<file path="config.mk">
export PLATFORM = sky130hd
export DESIGN_NAME = cap_touch_detector_flat
export DESIGN_NICKNAME = d
export VERILOG_FILES = /design/src/hw/rtl/ctd_pkg.sv /design/src/hw/rtl/ctd_if.sv /design/src/hw/rtl/ctd_cfg_regs.sv /design/src/hw/rtl/ctd_core.sv /design/src/hw/rtl/cap_touch_detector.sv /design/src/flat_wrapper.sv
export SDC_FILE = /design/constraint.sdc
export NUM_CORES = 1
export LEC_CHECK = 0
export ABC_CLOCK_PERIOD_IN_PS = 7080
export BUFFER_PORTS_ARGS = -buffer_cell sky130_fd_sc_hd__buf_2
export CORE_UTILIZATION = 50
export DETAILED_ROUTE_END_ITERATION = 12
export PLACE_DENSITY = 0.75
export SKIP_LAST_GASP = 1
export SYNTH_ARGS = -nofsm -noshare
export SYNTH_HDL_FRONTEND = slang
export SYNTH_SLANG_ARGS = --single-unit
export TNS_END_PERCENT = 5
</file>
<file path="constraint.sdc">
create_clock -name clk -period 7.08 [get_ports clk]
set_input_delay 0.354 -clock clk [delete_from_list [all_inputs] [get_ports clk]]
set_output_delay 0.354 -clock clk [all_outputs]
set_load 0.05 [all_outputs]
</file>
<file path="src/hw/rtl/ctd_pkg.sv">
// shared types and constants of the capacitive touch detector
package ctd_pkg;

  localparam int SampleW   = 8;
  localparam int SumW      = 12;
  localparam int CountW    = 4;
  localparam int BaseW     = 16;
  localparam int TimerW    = 8;
  localparam int DeltaW    = 13;
  localparam int StatusW   = 3;
  localparam int AddrW     = 4;
  localparam int DataW     = 32;

  // samples per group, fixed so that a full group fits the 12-bit sum
  localparam int GroupSize = 16;
  localparam logic [CountW-1:0] GroupLast = CountW'(GroupSize - 1);
  localparam logic [TimerW-1:0] TimeoutLimit = TimerW'(255);

  // item operations
  localparam logic OpSeed    = 1'b0;
  localparam logic OpMeasure = 1'b1;

  // result status codes
  localparam logic [StatusW-1:0] StOff     = 3'd0;
  localparam logic [StatusW-1:0] StPush    = 3'd1;
  localparam logic [StatusW-1:0] StOn      = 3'd2;
  localparam logic [StatusW-1:0] StRelease = 3'd3;
  localparam logic [StatusW-1:0] StTimeout = 3'd4;

  // register indexes (word address bits)
  localparam logic [1:0] RegThresholdOn  = 2'd0;
  localparam logic [1:0] RegThresholdOff = 2'd1;
  localparam logic [1:0] RegTimeoutEn    = 2'd2;

  localparam logic signed [DeltaW-1:0] ThresholdOnReset  = 13'sd20;
  localparam logic signed [DeltaW-1:0] ThresholdOffReset = 13'sd10;

  typedef struct packed {
    logic signed [DeltaW-1:0] threshold_on;
    logic signed [DeltaW-1:0] threshold_off;
    logic                     timeout_enable;
  } cfg_t;

  typedef struct packed {
    logic                     valid;
    logic [StatusW-1:0]       status;
    logic signed [DeltaW-1:0] delta;
  } result_t;

endpackage

</file>
<file path="src/hw/rtl/ctd_if.sv">
// valid/ready channel interfaces for samples and results
interface ctd_in_if;
  logic                       valid;
  logic                       ready;
  logic                       op;
  logic [ctd_pkg::SampleW-1:0] sample;

  modport source (output valid, output op, output sample, input ready);
  modport sink (input valid, input op, input sample, output ready);
endinterface

interface ctd_out_if;
  logic                              valid;
  logic                              ready;
  logic [ctd_pkg::StatusW-1:0]       status;
  logic signed [ctd_pkg::DeltaW-1:0] delta;

  modport source (output valid, output status, output delta, input ready);
  modport sink (input valid, input status, input delta, output ready);
endinterface

</file>
<file path="src/hw/rtl/ctd_cfg_regs.sv">
// apb register file holding thresholds and timeout enable
module ctd_cfg_regs (
  input  logic                        clk,
  input  logic                        rst,
  input  logic                        psel,
  input  logic                        penable,
  input  logic                        pwrite,
  input  logic [ctd_pkg::AddrW-1:0]   paddr,
  input  logic [ctd_pkg::DataW-1:0]   pwdata,
  output logic [ctd_pkg::DataW-1:0]   prdata,
  output logic                        pready,
  output ctd_pkg::cfg_t               cfg
);

  ctd_pkg::cfg_t regs;
  logic          wr_en;

  assign pready = 1'b1;
  assign wr_en  = psel && penable && pwrite;
  assign cfg    = regs;

  always_ff @(posedge clk) begin
    if (rst) begin
      regs.threshold_on   <= ctd_pkg::ThresholdOnReset;
      regs.threshold_off  <= ctd_pkg::ThresholdOffReset;
      regs.timeout_enable <= 1'b1;
    end else if (wr_en) begin
      unique case (paddr[3:2])
        ctd_pkg::RegThresholdOn:  regs.threshold_on   <= pwdata[ctd_pkg::DeltaW-1:0];
        ctd_pkg::RegThresholdOff: regs.threshold_off  <= pwdata[ctd_pkg::DeltaW-1:0];
        ctd_pkg::RegTimeoutEn:    regs.timeout_enable <= pwdata[0];
        default: ;
      endcase
    end
  end

  always_comb begin
    unique case (paddr[3:2])
      ctd_pkg::RegThresholdOn:
        prdata = ctd_pkg::DataW'(regs.threshold_on);
      ctd_pkg::RegThresholdOff:
        prdata = ctd_pkg::DataW'(regs.threshold_off);
      ctd_pkg::RegTimeoutEn:
        prdata = {{(ctd_pkg::DataW-1){1'b0}}, regs.timeout_enable};
      default:
        prdata = '0;
    endcase
  end

endmodule

</file>
<file path="src/hw/rtl/ctd_core.sv">
// detector state and per-sample update logic
module ctd_core (
  input  logic                          clk,
  input  logic                          rst,
  input  logic                          step,
  input  logic                          op,
  input  logic [ctd_pkg::SampleW-1:0]   sample,
  input  ctd_pkg::cfg_t                 cfg,
  output ctd_pkg::result_t              result
);

  logic [ctd_pkg::BaseW-1:0]  baseline, baseline_next;
  logic                       touched, touched_next;
  logic [ctd_pkg::TimerW-1:0] hold_timer, hold_timer_next;
  logic [ctd_pkg::SumW-1:0]   group_sum, group_sum_next;
  logic [ctd_pkg::CountW-1:0] group_count, group_count_next;
  logic                       reseed_pending, reseed_pending_next;

  logic [ctd_pkg::SumW-1:0]          sum_acc;
  logic signed [ctd_pkg::DeltaW-1:0] delta_c;
  logic [ctd_pkg::BaseW-1:0]         seed_base;
  logic [ctd_pkg::BaseW-1:0]         iir_base;

  assign sum_acc   = group_sum + ctd_pkg::SumW'(sample);
  assign delta_c   = $signed({1'b0, sum_acc}) - $signed({1'b0, baseline[15:4]});
  assign seed_base = {sample, 8'd0};
  // baseline += sum/4 - baseline/64, wrapping at 16 bits
  assign iir_base  = baseline - {6'd0, baseline[15:6]} + {6'd0, sum_acc[11:2]};

  always_comb begin
    baseline_next       = baseline;
    touched_next        = touched;
    hold_timer_next     = hold_timer;
    group_sum_next      = group_sum;
    group_count_next    = group_count;
    reseed_pending_next = reseed_pending;
    result.valid        = 1'b0;
    result.status       = ctd_pkg::StOff;
    result.delta        = delta_c;

    if (op == ctd_pkg::OpSeed) begin
      baseline_next       = seed_base;
      touched_next        = 1'b0;
      group_sum_next      = '0;
      group_count_next    = '0;
      reseed_pending_next = 1'b0;
    end else if (reseed_pending) begin
      baseline_next       = seed_base;
      reseed_pending_next = 1'b0;
      result.valid        = 1'b1;
      result.status       = ctd_pkg::StTimeout;
      result.delta        = '0;
    end else if (group_count != ctd_pkg::GroupLast) begin
      group_sum_next   = sum_acc;
      group_count_next = group_count + 1'b1;
    end else begin
      group_sum_next   = '0;
      group_count_next = '0;
      if (!touched) begin
        result.valid = 1'b1;
        if (delta_c > cfg.threshold_on) begin
          touched_next    = 1'b1;
          hold_timer_next = '0;
          result.status   = ctd_pkg::StPush;
        end else begin
          baseline_next = iir_base;
          result.status = ctd_pkg::StOff;
        end
      end else if (delta_c < cfg.threshold_off) begin
        touched_next  = 1'b0;
        result.valid  = 1'b1;
        result.status = ctd_pkg::StRelease;
      end else if (cfg.timeout_enable && hold_timer == ctd_pkg::TimeoutLimit) begin
        reseed_pending_next = 1'b1;
      end else begin
        hold_timer_next = hold_timer + 1'b1;
        result.valid    = 1'b1;
        result.status   = ctd_pkg::StOn;
      end
    end
  end

  always_ff @(posedge clk) begin
    if (rst) begin
      baseline       <= '0;
      touched        <= 1'b0;
      hold_timer     <= '0;
      group_sum      <= '0;
      group_count    <= '0;
      reseed_pending <= 1'b0;
    end else if (step) begin
      baseline       <= baseline_next;
      touched        <= touched_next;
      hold_timer     <= hold_timer_next;
      group_sum      <= group_sum_next;
      group_count    <= group_count_next;
      reseed_pending <= reseed_pending_next;
    end
  end

endmodule

</file>
<file path="src/hw/rtl/cap_touch_detector.sv">
// top level of the capacitive touch detector: pipeline registers and config
//
// channel     dir  fields           meaning
// sample_ch   in   op, sample       seed or measurement sample
// result_ch   out  status, delta    one result per completed group or reseed
// apb         in   thresholds, en   register writes and reads
//
// one item per cycle sustained while no result is stalled; the result is registered
// twice after the sample transfer
// (input register, then the state update writes the result register)
// synchronous reset clears the state, thresholds go to 20 and 10, timeout on
// a stalled result holds the input register; items that make no result
// still pass through it without waiting on the output side
module cap_touch_detector (
  input  logic                        clk,
  input  logic                        rst,
  input  logic                        psel,
  input  logic                        penable,
  input  logic                        pwrite,
  input  logic [ctd_pkg::AddrW-1:0]   paddr,
  input  logic [ctd_pkg::DataW-1:0]   pwdata,
  output logic [ctd_pkg::DataW-1:0]   prdata,
  output logic                        pready,
  ctd_in_if.sink                      sample_ch,
  ctd_out_if.source                   result_ch
);

  ctd_pkg::cfg_t    cfg;
  ctd_pkg::result_t core_res;

  // input register
  logic                         in_valid;
  logic                         in_op;
  logic [ctd_pkg::SampleW-1:0]  in_sample;

  // output register
  logic                              out_valid;
  logic [ctd_pkg::StatusW-1:0]       out_status;
  logic signed [ctd_pkg::DeltaW-1:0] out_delta;

  logic out_free;
  logic step;

  ctd_cfg_regs u_cfg (
    .clk     (clk),
    .rst     (rst),
    .psel    (psel),
    .penable (penable),
    .pwrite  (pwrite),
    .paddr   (paddr),
    .pwdata  (pwdata),
    .prdata  (prdata),
    .pready  (pready),
    .cfg     (cfg)
  );

  // result register can take a new value this cycle
  assign out_free = !out_valid || result_ch.ready;
  // the held item updates state and moves on; only a result needs a free slot
  assign step = in_valid && (out_free || !core_res.valid);

  assign sample_ch.ready = !in_valid || step;

  ctd_core u_core (
    .clk    (clk),
    .rst    (rst),
    .step   (step),
    .op     (in_op),
    .sample (in_sample),
    .cfg    (cfg),
    .result (core_res)
  );

  always_ff @(posedge clk) begin
    if (rst) begin
      in_valid <= 1'b0;
    end else if (sample_ch.ready) begin
      in_valid <= sample_ch.valid;
    end
  end

  always_ff @(posedge clk) begin
    if (sample_ch.valid && sample_ch.ready) begin
      in_op     <= sample_ch.op;
      in_sample <= sample_ch.sample;
    end
  end

  always_ff @(posedge clk) begin
    if (rst) begin
      out_valid <= 1'b0;
    end else if (out_free) begin
      out_valid <= step && core_res.valid;
    end
  end

  always_ff @(posedge clk) begin
    if (step && core_res.valid) begin
      out_status <= core_res.status;
      out_delta  <= core_res.delta;
    end
  end

  assign result_ch.valid  = out_valid;
  assign result_ch.status = out_status;
  assign result_ch.delta  = out_delta;

  // a timeout result always carries a zero delta
  a_timeout_zero: assert property (@(posedge clk) disable iff (rst)
    out_valid && out_status == ctd_pkg::StTimeout |-> out_delta == '0)
    else $error("timeout result with nonzero delta");

  // push only above the on threshold
  a_push_thr: assert property (@(posedge clk) disable iff (rst)
    out_valid && out_status == ctd_pkg::StPush |-> out_delta > cfg.threshold_on)
    else $error("push result not above threshold_on");

  // release only below the off threshold
  a_release_thr: assert property (@(posedge clk) disable iff (rst)
    out_valid && out_status == ctd_pkg::StRelease |-> out_delta < cfg.threshold_off)
    else $error("release result not below threshold_off");

  // a stalled result is held until it is taken; it blocks the held item only when that item has a result of its own
  a_no_overwrite: assert property (@(posedge clk) disable iff (rst)
    out_valid && !result_ch.ready |=> out_valid)
    else $error("pending result dropped");

endmodule
</file>
<file path="src/flat_wrapper.sv">
// flat-port wrapper written by rule: the top's interface ports become plain ports
module cap_touch_detector_flat 
  (clk, rst, psel, penable, pwrite, paddr, pwdata, prdata, pready, sample_ch_valid, sample_ch_op, sample_ch_sample, sample_ch_ready, result_ch_valid, result_ch_status, result_ch_delta, result_ch_ready);
  ctd_in_if sample_ch_i ();
  ctd_out_if result_ch_i ();
  input  logic clk;
  input  logic rst;
  input  logic psel;
  input  logic penable;
  input  logic pwrite;
  input  logic [ctd_pkg::AddrW-1:0] paddr;
  input  logic [ctd_pkg::DataW-1:0] pwdata;
  output logic [ctd_pkg::DataW-1:0] prdata;
  output logic pready;
  input wire logic [$bits(sample_ch_i.valid)-1:0] sample_ch_valid;
  input wire logic [$bits(sample_ch_i.op)-1:0] sample_ch_op;
  input wire logic [$bits(sample_ch_i.sample)-1:0] sample_ch_sample;
  output wire logic [$bits(sample_ch_i.ready)-1:0] sample_ch_ready;
  output wire logic [$bits(result_ch_i.valid)-1:0] result_ch_valid;
  output wire logic [$bits(result_ch_i.status)-1:0] result_ch_status;
  output wire logic [$bits(result_ch_i.delta)-1:0] result_ch_delta;
  input wire logic [$bits(result_ch_i.ready)-1:0] result_ch_ready;
  assign sample_ch_i.valid = sample_ch_valid;
  assign sample_ch_i.op = sample_ch_op;
  assign sample_ch_i.sample = sample_ch_sample;
  assign sample_ch_ready = sample_ch_i.ready;
  assign result_ch_valid = result_ch_i.valid;
  assign result_ch_status = result_ch_i.status;
  assign result_ch_delta = result_ch_i.delta;
  assign result_ch_i.ready = result_ch_ready;
  cap_touch_detector u_core (.clk(clk), .rst(rst), .psel(psel), .penable(penable), .pwrite(pwrite), .paddr(paddr), .pwdata(pwdata), .prdata(prdata), .pready(pready), .sample_ch(sample_ch_i), .result_ch(result_ch_i));
endmodule
</file>
==> results of run 1 <==
## Yosys cell counts, drive strengths merged (3+ instances only)
cell	instances
nand4	13
nor2b	6
nor4b	3
xnor2	20
and3	7
xor2	9
or4	7
mux2i	17
a31oi	4
fa	12
a311oi	5
or4b	4
a21o	15
a21boi	4
or3	9
nand2	92
dfxtp	71
nand3	25
clkbuf	23
a21oi	67
o311ai	6
and2	9
o211ai	8
o21a	5
nor2	65
ha	63
o21ai	24
nand2b	6
o41ai	5
a211oi	9
buf	26
inv	63
nor3	12
edfxtp	25
o21bai	5
## state kept, by name, summed over array words and instances (netlist names)
register and flops:
u_core.in_op 1, u_core.in_sample 8, u_core.in_valid 1, u_core.result_ch.delta 13, u_core.result_ch.status 3, u_core.result_ch.valid 1
u_core.u_cfg.cfg 27, u_core.u_core.baseline 16, u_core.u_core.group_count 4, u_core.u_core.group_sum 12, u_core.u_core.hold_timer 8, u_core.u_core.reseed_pending 1
u_core.u_core.touched 1
## cells in the final DEF, fill, tap and decap left out, types with 3 or more instances in the layout
master     synthesis  final
nor4b_1            3      3
a21boi_0           4      4
a311oi_1           5      5
mux2i_1           17     17
o211ai_1           8      8
edfxtp_1          25     25
inv_1             63     63
nand2b_1           6      6
dfxtp_1           71     71
o311ai_0           5      5
clkinv_1           2      5
xor2_1             9      9
and3_1             7      7
a211oi_1           9      9
nor2_1            64     64
o21ai_0           24     24
o21a_1             5      5
o41ai_1            5      5
buf_2              4     80
or3_1              8      8
fa_1              12     12
ha_1              63     63
a31oi_1            4      4
nand2_1           92     92
nand4_1           13     13
or4_1              7      7
clkbuf_16          0      9
a21o_1            15     15
nor3_1            12     12
xnor2_1           20     20
and2_1             9      9
nor2b_1            6      6
buf_4             20      8
o21bai_1           4      4
a21oi_1           67     67
nand3_1           25     25
## power by group
part,internal (uW),switching (uW)
clock,234,207
combinational,271,372
sequential,586,14.0
total,1090,593
## cells by family after synthesis
family	count (synthesis)	share of synthesized area (%)
buffers and inverters	114	7.74
other	1	0.0571
flip-flops	96	33.1
XOR/XNOR	29	3.87
AND/OR/NAND/NOR	263	19.4
AO/OA/AOI/OAI	175	17.6
multiplexers	17	2.59
adder cells (fa/ha/maj)	75	15.7
## metrics by stage
stage	power, uW	area (um2)	hold slack [ns]	util, %	setup slack, ns
floorplan	1110	6560	0.436	-	1.52
global route	1800	7230	0.159	56.8	0.202
global placement	1230	6970	0.446	54.8	0.908
detailed placement	1250	6970	0.452	54.8	0.748
finish	1680	7230	0.175	56.8	0.609
CTS	1690	7230	0.163	56.8	0.619
## worst min-delay path by stage
stage	startpoint	to	cells after the start	slack, ns
3_3_place_gp	u_core.u_core.group_sum[3]	u_core.u_core.group_sum[3]	2	0.45
6_report	sample_ch_sample[3]	u_core.in_sample[3]	1	0.18
4_1_cts	sample_ch_sample[3]	u_core.in_sample[3]	1	0.16
5_1_grt	sample_ch_sample[0]	u_core.in_sample[0]	1	0.16
3_5_place_dp	u_core.u_core.group_sum[5]	u_core.u_core.group_sum[5]	2	0.45
2_1_floorplan	u_core.u_core.group_sum[0]	u_core.u_core.group_sum[0]	2	0.44
## cell type report
cell class	instances	area, um2
Sequential cell	96	2170
Fill cell	1204	5490
Tap cell	172	215
Inverter	65	244
Timing Repair Buffer	88	460
Clock inverter	5	23.8
Multi-Input combinational cell	560	3880
Clock buffer	11	233
## worst max-delay path: cells and delay by family (launching register included)
family          cells  cell delay, ns
xor+xnor            2            0.61
flops               1            0.42
buf+inv             1            0.23
simple gates        5            1.05
fa+ha+maj           4            1.30
compound gates     11            2.15
## metal layers
layer | track usage, % | wire [um] | part of all wire [%] | vias to the layer above
met5 | 0 | 0 | 0 | -
met4 | 6.58 | 224 | 1.5 | 0
met3 | 5.14 | 782 | 5.2 | 16
met2 | 39.2 | 6930 | 46 | 126
met1 | 31.4 | 7010 | 47 | 2560
li1 | - | - | - | 2796
==> out/qor.txt, run 1 <==
Status = completed
WL final = 15,000 um
Worst path arrival time = 6.12 ns
Seq/Total Area, Yosys = 33.1%
Main flop type after synthesis = dfxtp_1
Worst reg2reg startpoint = u_core.in_sample[0]
Worst Max-Slew Pin Slew = 0.777 ns
Data required, critical path = 6.73 ns
Antenna cells = 0
Yosys cell types = 63
Count of non-filler cells in the finished layout = 997
Share of layout cells above drive strength 1 = 13.1%
Worst path cell trace = ha_1 > fa_1 > a21o_1 > a21oi_1 > o21ai_0 > a21oi_1 > o21ai_0 > xor2_1 > ha_1 > and3_1 > a21oi_1 > o21ai_0 > o41ai_1 > xnor2_1 > ha_1 > nand4_1 > o211ai_1 > or3_1 > o2111ai_4 > a21oi_1 > nor2_1 > nand2_1 > buf_2
HPWL after detailed placement = 11,300 um
CP Max Fanout = 5
RR Endpoint = u_core.u_core.hold_timer[3]
Slowest stage delay, CP = 0.45 ns
Peak supply drop = 164 uV
Final Setup Violations = 0
CTS Buffer Depth = 2
Max Cap Viol = 0
Placer Congestion = 0.902
Clock latency on the worst-skew pair = 0.35 ns
Period utilisation layout = 91.4%
Cts bufs inserted = 9
Synth Instances = 770
Row count = 41
Post-synth EDFFs = 25
RSZ-0062 raised after global routing = false
Worst path slowest cell = or3_1
Initial DRC count = 341
CTS sink count = 96
Initial antenna violation count = 0
Hold Vio Cnt, Final = 0
NumNets Final = 947
Synth area leaders = dfxtp_1 (22%), ha_1 (12%), edfxtp_1 (11%), nand2_1 (5.3%), a21oi_1 (5.1%)
Clk Tree Root Cell = clkbuf_16
Critical path origin = u_core.in_sample[0]
Area leader, netlist = dfxtp_1
GRT Overall Usage = 23.8%
Post-synthesis async set-or-reset flop share = 0%
First-pass GRT wire length = 25,000 um
Gr ovfl total = 0
1st-pass router iterations = 5
Placed Cells = 981
Residual DRC = 0
Startpoint types = flop
Pwr/cell area = 233 nW/um2
Ports = 103
Hold/Removal Path Class = in2reg
H-tree levels = 3
Area grow syn2layout = 10.2%
Starting Density = 51.6%
WL/cell = 15.0 um
Syn. warnings = 0
Die Ht = 117 um
Lkg Pwr = 0.00301 uW
Max-slew violation count = 0
Setup bufs post-CTS = 0
Clock-pin slew on the worst setup and hold paths = 0.06 ns
Routed vias = 5,498
TNS Setup = 0 ns
Post-synthesis register bit count = 96
Crit path to = sample_ch_ready
Number of port buffers = 80
Achievable frequency = 155 MHz
Die W = 117 um
Post-Syn Area per Cell = 8.52 um2
Via density = 5.51
Area of the mapped netlist = 6560 um2
Vias in the first global route = 5,220
CP Class = reg2out
Max_slew headroom = 48.2%
Worst R2R Path Depth = 23
Crit-path most repeated cell = a21oi_1
Antenna viol nets, final = 0
Pin count of the biggest net entering global routing = 72
Minimum clock period = 6.47 ns
Cts hold-fix bufs = 0
Mapped Nets = 897
Die ar. = 13,600 um2
CP Capture Type = primary output
Share of the synthesized area in the top cell type = 21.7%
CTS tree = yes
Setup Skew = 0.00858 ns
CTS-repair resized insts = 0
Core region area = 12,700 um2
R2R Setup Slk = 0.69 ns
(Power assumes the default switching activity.)
==> inputs of run 2 (changes only) <==
==> constraint.sdc (replaced) <==
create_clock -name clk -period 7.08 [get_ports clk]
set_input_delay 0.354 -clock clk [delete_from_list [all_inputs] [get_ports clk]]
set_output_delay 0.354 -clock clk [all_outputs]
set_load 0.02 [all_outputs]
==> run 2 against run 1 <==
Against the previous run:
- final cell count stayed put
- via count is 1.5% higher
- power is 2.3% higher
- hold slack worse by 0.0011 ns
- flip-flop and latch count stayed put
- register-to-register slack better by 0.02 ns
- clock-buffer cell count is 2 lower
- wire length is 0.75% higher
- critical path depth stayed put
- sequential share of layout area is 0.13 points lower
- global-route usage is 0.37 points higher
- setup slack better by 0.077 ns
==> out/qor.txt, run 2 (synthesized netlist as in run 1, its figures left out) <==
Status = completed
Placer Congestion = 0.905
Hold/Removal Path Class = in2reg
Initial DRC count = 340
Clock latency on the worst-skew pair = 0.35 ns
Starting Density = 51.6%
CP Max Fanout = 5
Clk Tree Root Cell = clkbuf_16
TNS Setup = 0 ns
Hold Slack = 0.174 ns
WL final = 15,100 um
CTS-repair resized insts = 0
Crit-path most repeated cell = a21oi_1
Setup Skew = 0.00774 ns
Residual DRC = 0
NumNets Final = 947
Achievable frequency = 156 MHz
Startpoint types = flop
CTS tree = yes
Pwr/cell area = 237 nW/um2
Final Setup Violations = 0
Max_slew headroom = 48.8%
Vias in the first global route = 5,205
Register area = 2170 um2
GRT Overall Usage = 24.2%
CP Capture Type = primary output
Initial antenna violation count = 0
Cts bufs inserted = 9
Max Cap Viol = 0
Setup bufs post-CTS = 0
Pin count of the biggest net entering global routing = 72
CP Class = reg2out
Hold Vio Cnt, Final = 0
Cts hold-fix bufs = 0
Lkg Pwr = 0.00303 uW
Die W = 117 um
Row count = 41
1st-pass router iterations = 4
Area grow syn2layout = 10.7%
Wire length on met2 = 7060 um
# fillers = 1,165
Bufs and invs on worst path = 1
Area of the multi-input gates = 3880 um2
Peak supply drop = 165 uV
CTS sink count = 96
Antenna cells = 0
Gr ovfl total = 0
Commonest non-fill, non-tap cells in the layout = nand2_1 (92), buf_2 (80), dfxtp_1 (71)
Worst Max-Slew Pin Slew = 0.766 ns
Max-slew violation count = 0
Die ar. = 13,600 um2
Max layer used = met4
H-tree levels = 3
Die Ht = 117 um
HPWL after detailed placement = 11,300 um
First-pass GRT wire length = 25,400 um
Max FFs per register = 27
RSZ-0062 raised after global routing = false
Data required, critical path = 6.73 ns
Via density = 5.59
Most common cell after layout, fill and taps aside = nand2_1
Met3 wire len = 708 um
Ports = 103
Number of port buffers = 80
Share of layout cells above drive strength 1 = 13.6%
WL/cell = 15.1 um
Period utilisation layout = 90.3%
Worst path slowest cell = or3_1
Worst path cell trace = ha_1 > fa_1 > a21o_1 > a21oi_1 > o21ai_0 > a21oi_1 > o21ai_0 > xor2_1 > ha_1 > and3_1 > a21oi_1 > o21ai_0 > o41ai_1 > xnor2_1 > ha_1 > nand4_1 > o211ai_1 > or3_1 > o2111ai_4 > a21oi_1 > nor2_1 > nand2_1 > buf_2
CP top delay family = compound AO/OA/AOI/OAI gates
Antenna viol nets, final = 0
Clock-pin slew on the worst setup and hold paths = 0.06 ns
Worst path arrival time = 6.04 ns
Slowest stage delay, CP = 0.45 ns
Core region area = 12,700 um2
DRT met1 WL = 7090 um
Routed vias = 5,578
CTS Buffer Depth = 2
Minimum clock period = 6.39 ns
[run 2: layout make-up]
cell class	count	share of cell area, %
Clock buffer	9	3.10
Clock inverter	7	0.861
Timing Repair Buffer	88	6.34
Inverter	65	3.36
Multi-Input combinational cell	560	53.5
Tap cell	172	2.96
Sequential cell	96	29.9
[run 2: path summary, 6_finish.rpt]
path                               from                          end  slack (ns)  cells past startpoint
max                 u_core.in_sample[0]              sample_ch_ready        0.69                     23
min                 sample_ch_sample[4]          u_core.in_sample[4]        0.17                      1
max reg2reg         u_core.in_sample[0]  u_core.u_core.hold_timer[5]        0.71                     23
min reg2reg  u_core.u_core.group_sum[3]   u_core.u_core.group_sum[3]        0.46                      2
[run 2: per-stage QoR]
step	setup WS, ns	instance area [um2]	instances	total power [uW]	util, %
4_1_cts	0.714	7260	997	1730	57.1
3_5_place_dp	0.831	6970	981	1240	54.8
2_1_floorplan	1.52	6560	770	1100	-
5_1_grt	0.266	7260	997	1840	57.1
6_report	0.686	7260	997	1720	57.1
3_3_place_gp	0.905	6970	981	1230	54.8
[run 2: where the power goes]
group          internal [uW]  switching, uW  leakage [uW]  total [uW]
sequential               586           14.0      0.000814         600
combinational            271            371       0.00207         643
clock                    271            210      0.000146         481
[run 2: layer usage]
metal | global-route usage (%) | vias up
met5 | 0 | -
met3 | 4.88 | 18
met1 | 32.2 | 2619
met4 | 5.91 | 0
li1 | - | 2802
met2 | 40.1 | 139
==> inputs of run 3 (changes only) <==
- CORE_MARGIN: default -> 5
==> run 3 against run 2 <==
Against the previous run:
- hold slack got worse by 0.0021 ns
- flip-flop and latch count did not move
- clock skew fell by 0.0015 ns
- via count fell by 1.6%
- final cell count did not move
==> out/qor.txt, run 3 (synthesized netlist as in run 1, its figures left out) <==
Pwr/cell area = 242 nW/um2
Post-DP Area = 6970 um2
Commonest non-fill, non-tap cells in the layout = nand2_1 (92), buf_2 (80), dfxtp_1 (71)
RSZ-0062 raised after global routing = false
Crit-path most repeated cell = a21oi_1
GRT Overall Usage = 19.9%
Comb pwr share = 36.4%
Met3 Use GR = 4.07%
Switching Share = 33.9%
Minimum clock period = 6.45 ns
DP Worst Slack = 0.806 ns
Antenna viol nets, final = 0
Die ar. = 15,500 um2
Clock-pin slew on the worst setup and hold paths = 0.06 ns
Residual DRC = 0
Count of non-filler cells in the finished layout = 997
Hold Slack = 0.172 ns
Vias in the first global route = 5,088
Startpoint types = flop
Area grow syn2layout = 11.0%
Internal = 1160 uW
Max-slew violation count = 0
Row count = 41
Data required, critical path = 6.73 ns
CTS sink count = 96
GR peak layer = met2
CP Capture Type = primary output
Initial DRC count = 398
Worst Max-Slew Pin Slew = 0.785 ns
TNS Setup = 0 ns
HPWL after detailed placement = 11,500 um
First-pass GRT wire length = 25,400 um
Placed Cells = 981
Hold Path Origin = sample_ch_sample[4]
Register share of total power = 34.1%
Hold Vio Cnt, Final = 0
Core region area = 12,700 um2
Max FFs per register = 27
# fillers = 1,227
GR Layer Usage met2 = 31.8%
Final Setup Violations = 0
Register area = 2170 um2
Post-route cell area = 7280 um2
Starting Density = 51.6%
Max_slew headroom = 47.4%
Area of the multi-input gates = 3880 um2
Clock latency on the worst-skew pair = 0.36 ns
Hold/Removal Path Class = in2reg
Setup bufs post-CTS = 0
Cts bufs inserted = 9
Pin count of the biggest net entering global routing = 72
Met1 usage = 27.1%
WL final = 15,400 um
Worst path cell trace = ha_1 > fa_1 > a21o_1 > a21oi_1 > o21ai_0 > a21oi_1 > o21ai_0 > xor2_1 > ha_1 > and3_1 > a21oi_1 > o21ai_0 > o41ai_1 > xnor2_1 > ha_1 > nand4_1 > o211ai_1 > or3_1 > o2111ai_4 > a21oi_1 > nor2_1 > nand2_1 > buf_2
Via density = 5.51
Initial antenna violation count = 0
Die Ht = 125 um
WL/cell = 15.5 um
Setup Skew = 0.00628 ns
Lkg Pwr = 0.00304 uW
Most common cell after layout, fill and taps aside = nand2_1
Number of port buffers = 80
CTS Buffer Depth = 2
Ports = 103
Cts hold-fix bufs = 0
Status = completed
Final WS setup = 0.629 ns
Die W = 125 um
Peak supply drop = 190 uV
Antenna cells = 0
NumNets Final = 947
Slowest stage delay, CP = 0.45 ns
Gr ovfl total = 0
H-tree levels = 3
Placer Congestion = 0.920
Max Cap Viol = 0
Critical path origin = u_core.in_sample[0]
CTS-repair resized insts = 0
Net switching power = 597 uW
CP Max Fanout = 5
CTS tree = yes
Clk Tree Root Cell = clkbuf_16
1st-pass router iterations = 6
Period utilisation layout = 91.1%
Share of layout cells above drive strength 1 = 13.3%
Routed vias = 5,490
Clock power frac = 29.5%
CP Class = reg2out
Worst path slowest cell = or3_1
Worst reg2reg startpoint = u_core.in_sample[0]
Worst path arrival time = 6.10 ns
Achievable frequency = 155 MHz
## run 3: cell types whose count changed in the layout (fill, tap and decap cells not counted)
cell       delta
clkinv_1      +2
clkinv_2      -3
clkinv_4      -1
bufinv_16     +1
inv_6         +1
## run 3: routing by layer
metal  part of all wire [%]  vias to the layer above
met4                    1.6                        0
met2                     47                      136
met5                      0                        -
met3                    5.4                       17
li1                       -                     2790
met1                     46                     2547
## run 3: worst paths after layout
check	end	slack, ns	cells past startpoint
hold / removal	u_core.in_sample[4]	0.17	1
setup / recovery	sample_ch_ready	0.63	23
hold reg to reg	u_core.u_core.group_sum[3]	0.46	2
setup reg to reg	u_core.u_core.hold_timer[2]	0.70	23
## run 3: worst max-delay path: cells and delay by family (launching register included)
| kind | cells | cell delay, ns |
|---|---|---|
| flops | 1 | 0.44 |
| buf+inv | 1 | 0.18 |
| fa+ha+maj | 4 | 1.30 |
| compound gates | 11 | 2.19 |
| simple gates | 5 | 1.05 |
| xor+xnor | 2 | 0.59 |
## run 3: power by group through the flow
stage / logic [uW] / clock network (uW) / registers, uW
2_1_floorplan: 491 / 0 / 608
3_3_place_gp: 614 / 0 / 612
3_5_place_dp: 629 / 0 / 612
4_1_cts: 635 / 529 / 600
5_1_grt: 724 / 546 / 602
6_report: 641 / 519 / 601
## run 3: layout make-up
cell class              instances  share of cell area [%]
well taps                     172                    2.95
flip-flops and latches         96                    29.8
repair buffers                 88                    6.32
multi-input cells             560                    53.3
inverters                      65                    3.35
clock buffers                   9                    3.09
clock inverters                 7                    1.17
## run 3: per-stage QoR
step | power (uW) | utilization, %
2_1_floorplan | 1100 | -
4_1_cts | 1760 | 57.3
6_report | 1760 | 57.3
3_3_place_gp | 1230 | 54.8
3_5_place_dp | 1240 | 54.8
5_1_grt | 1870 | 57.3
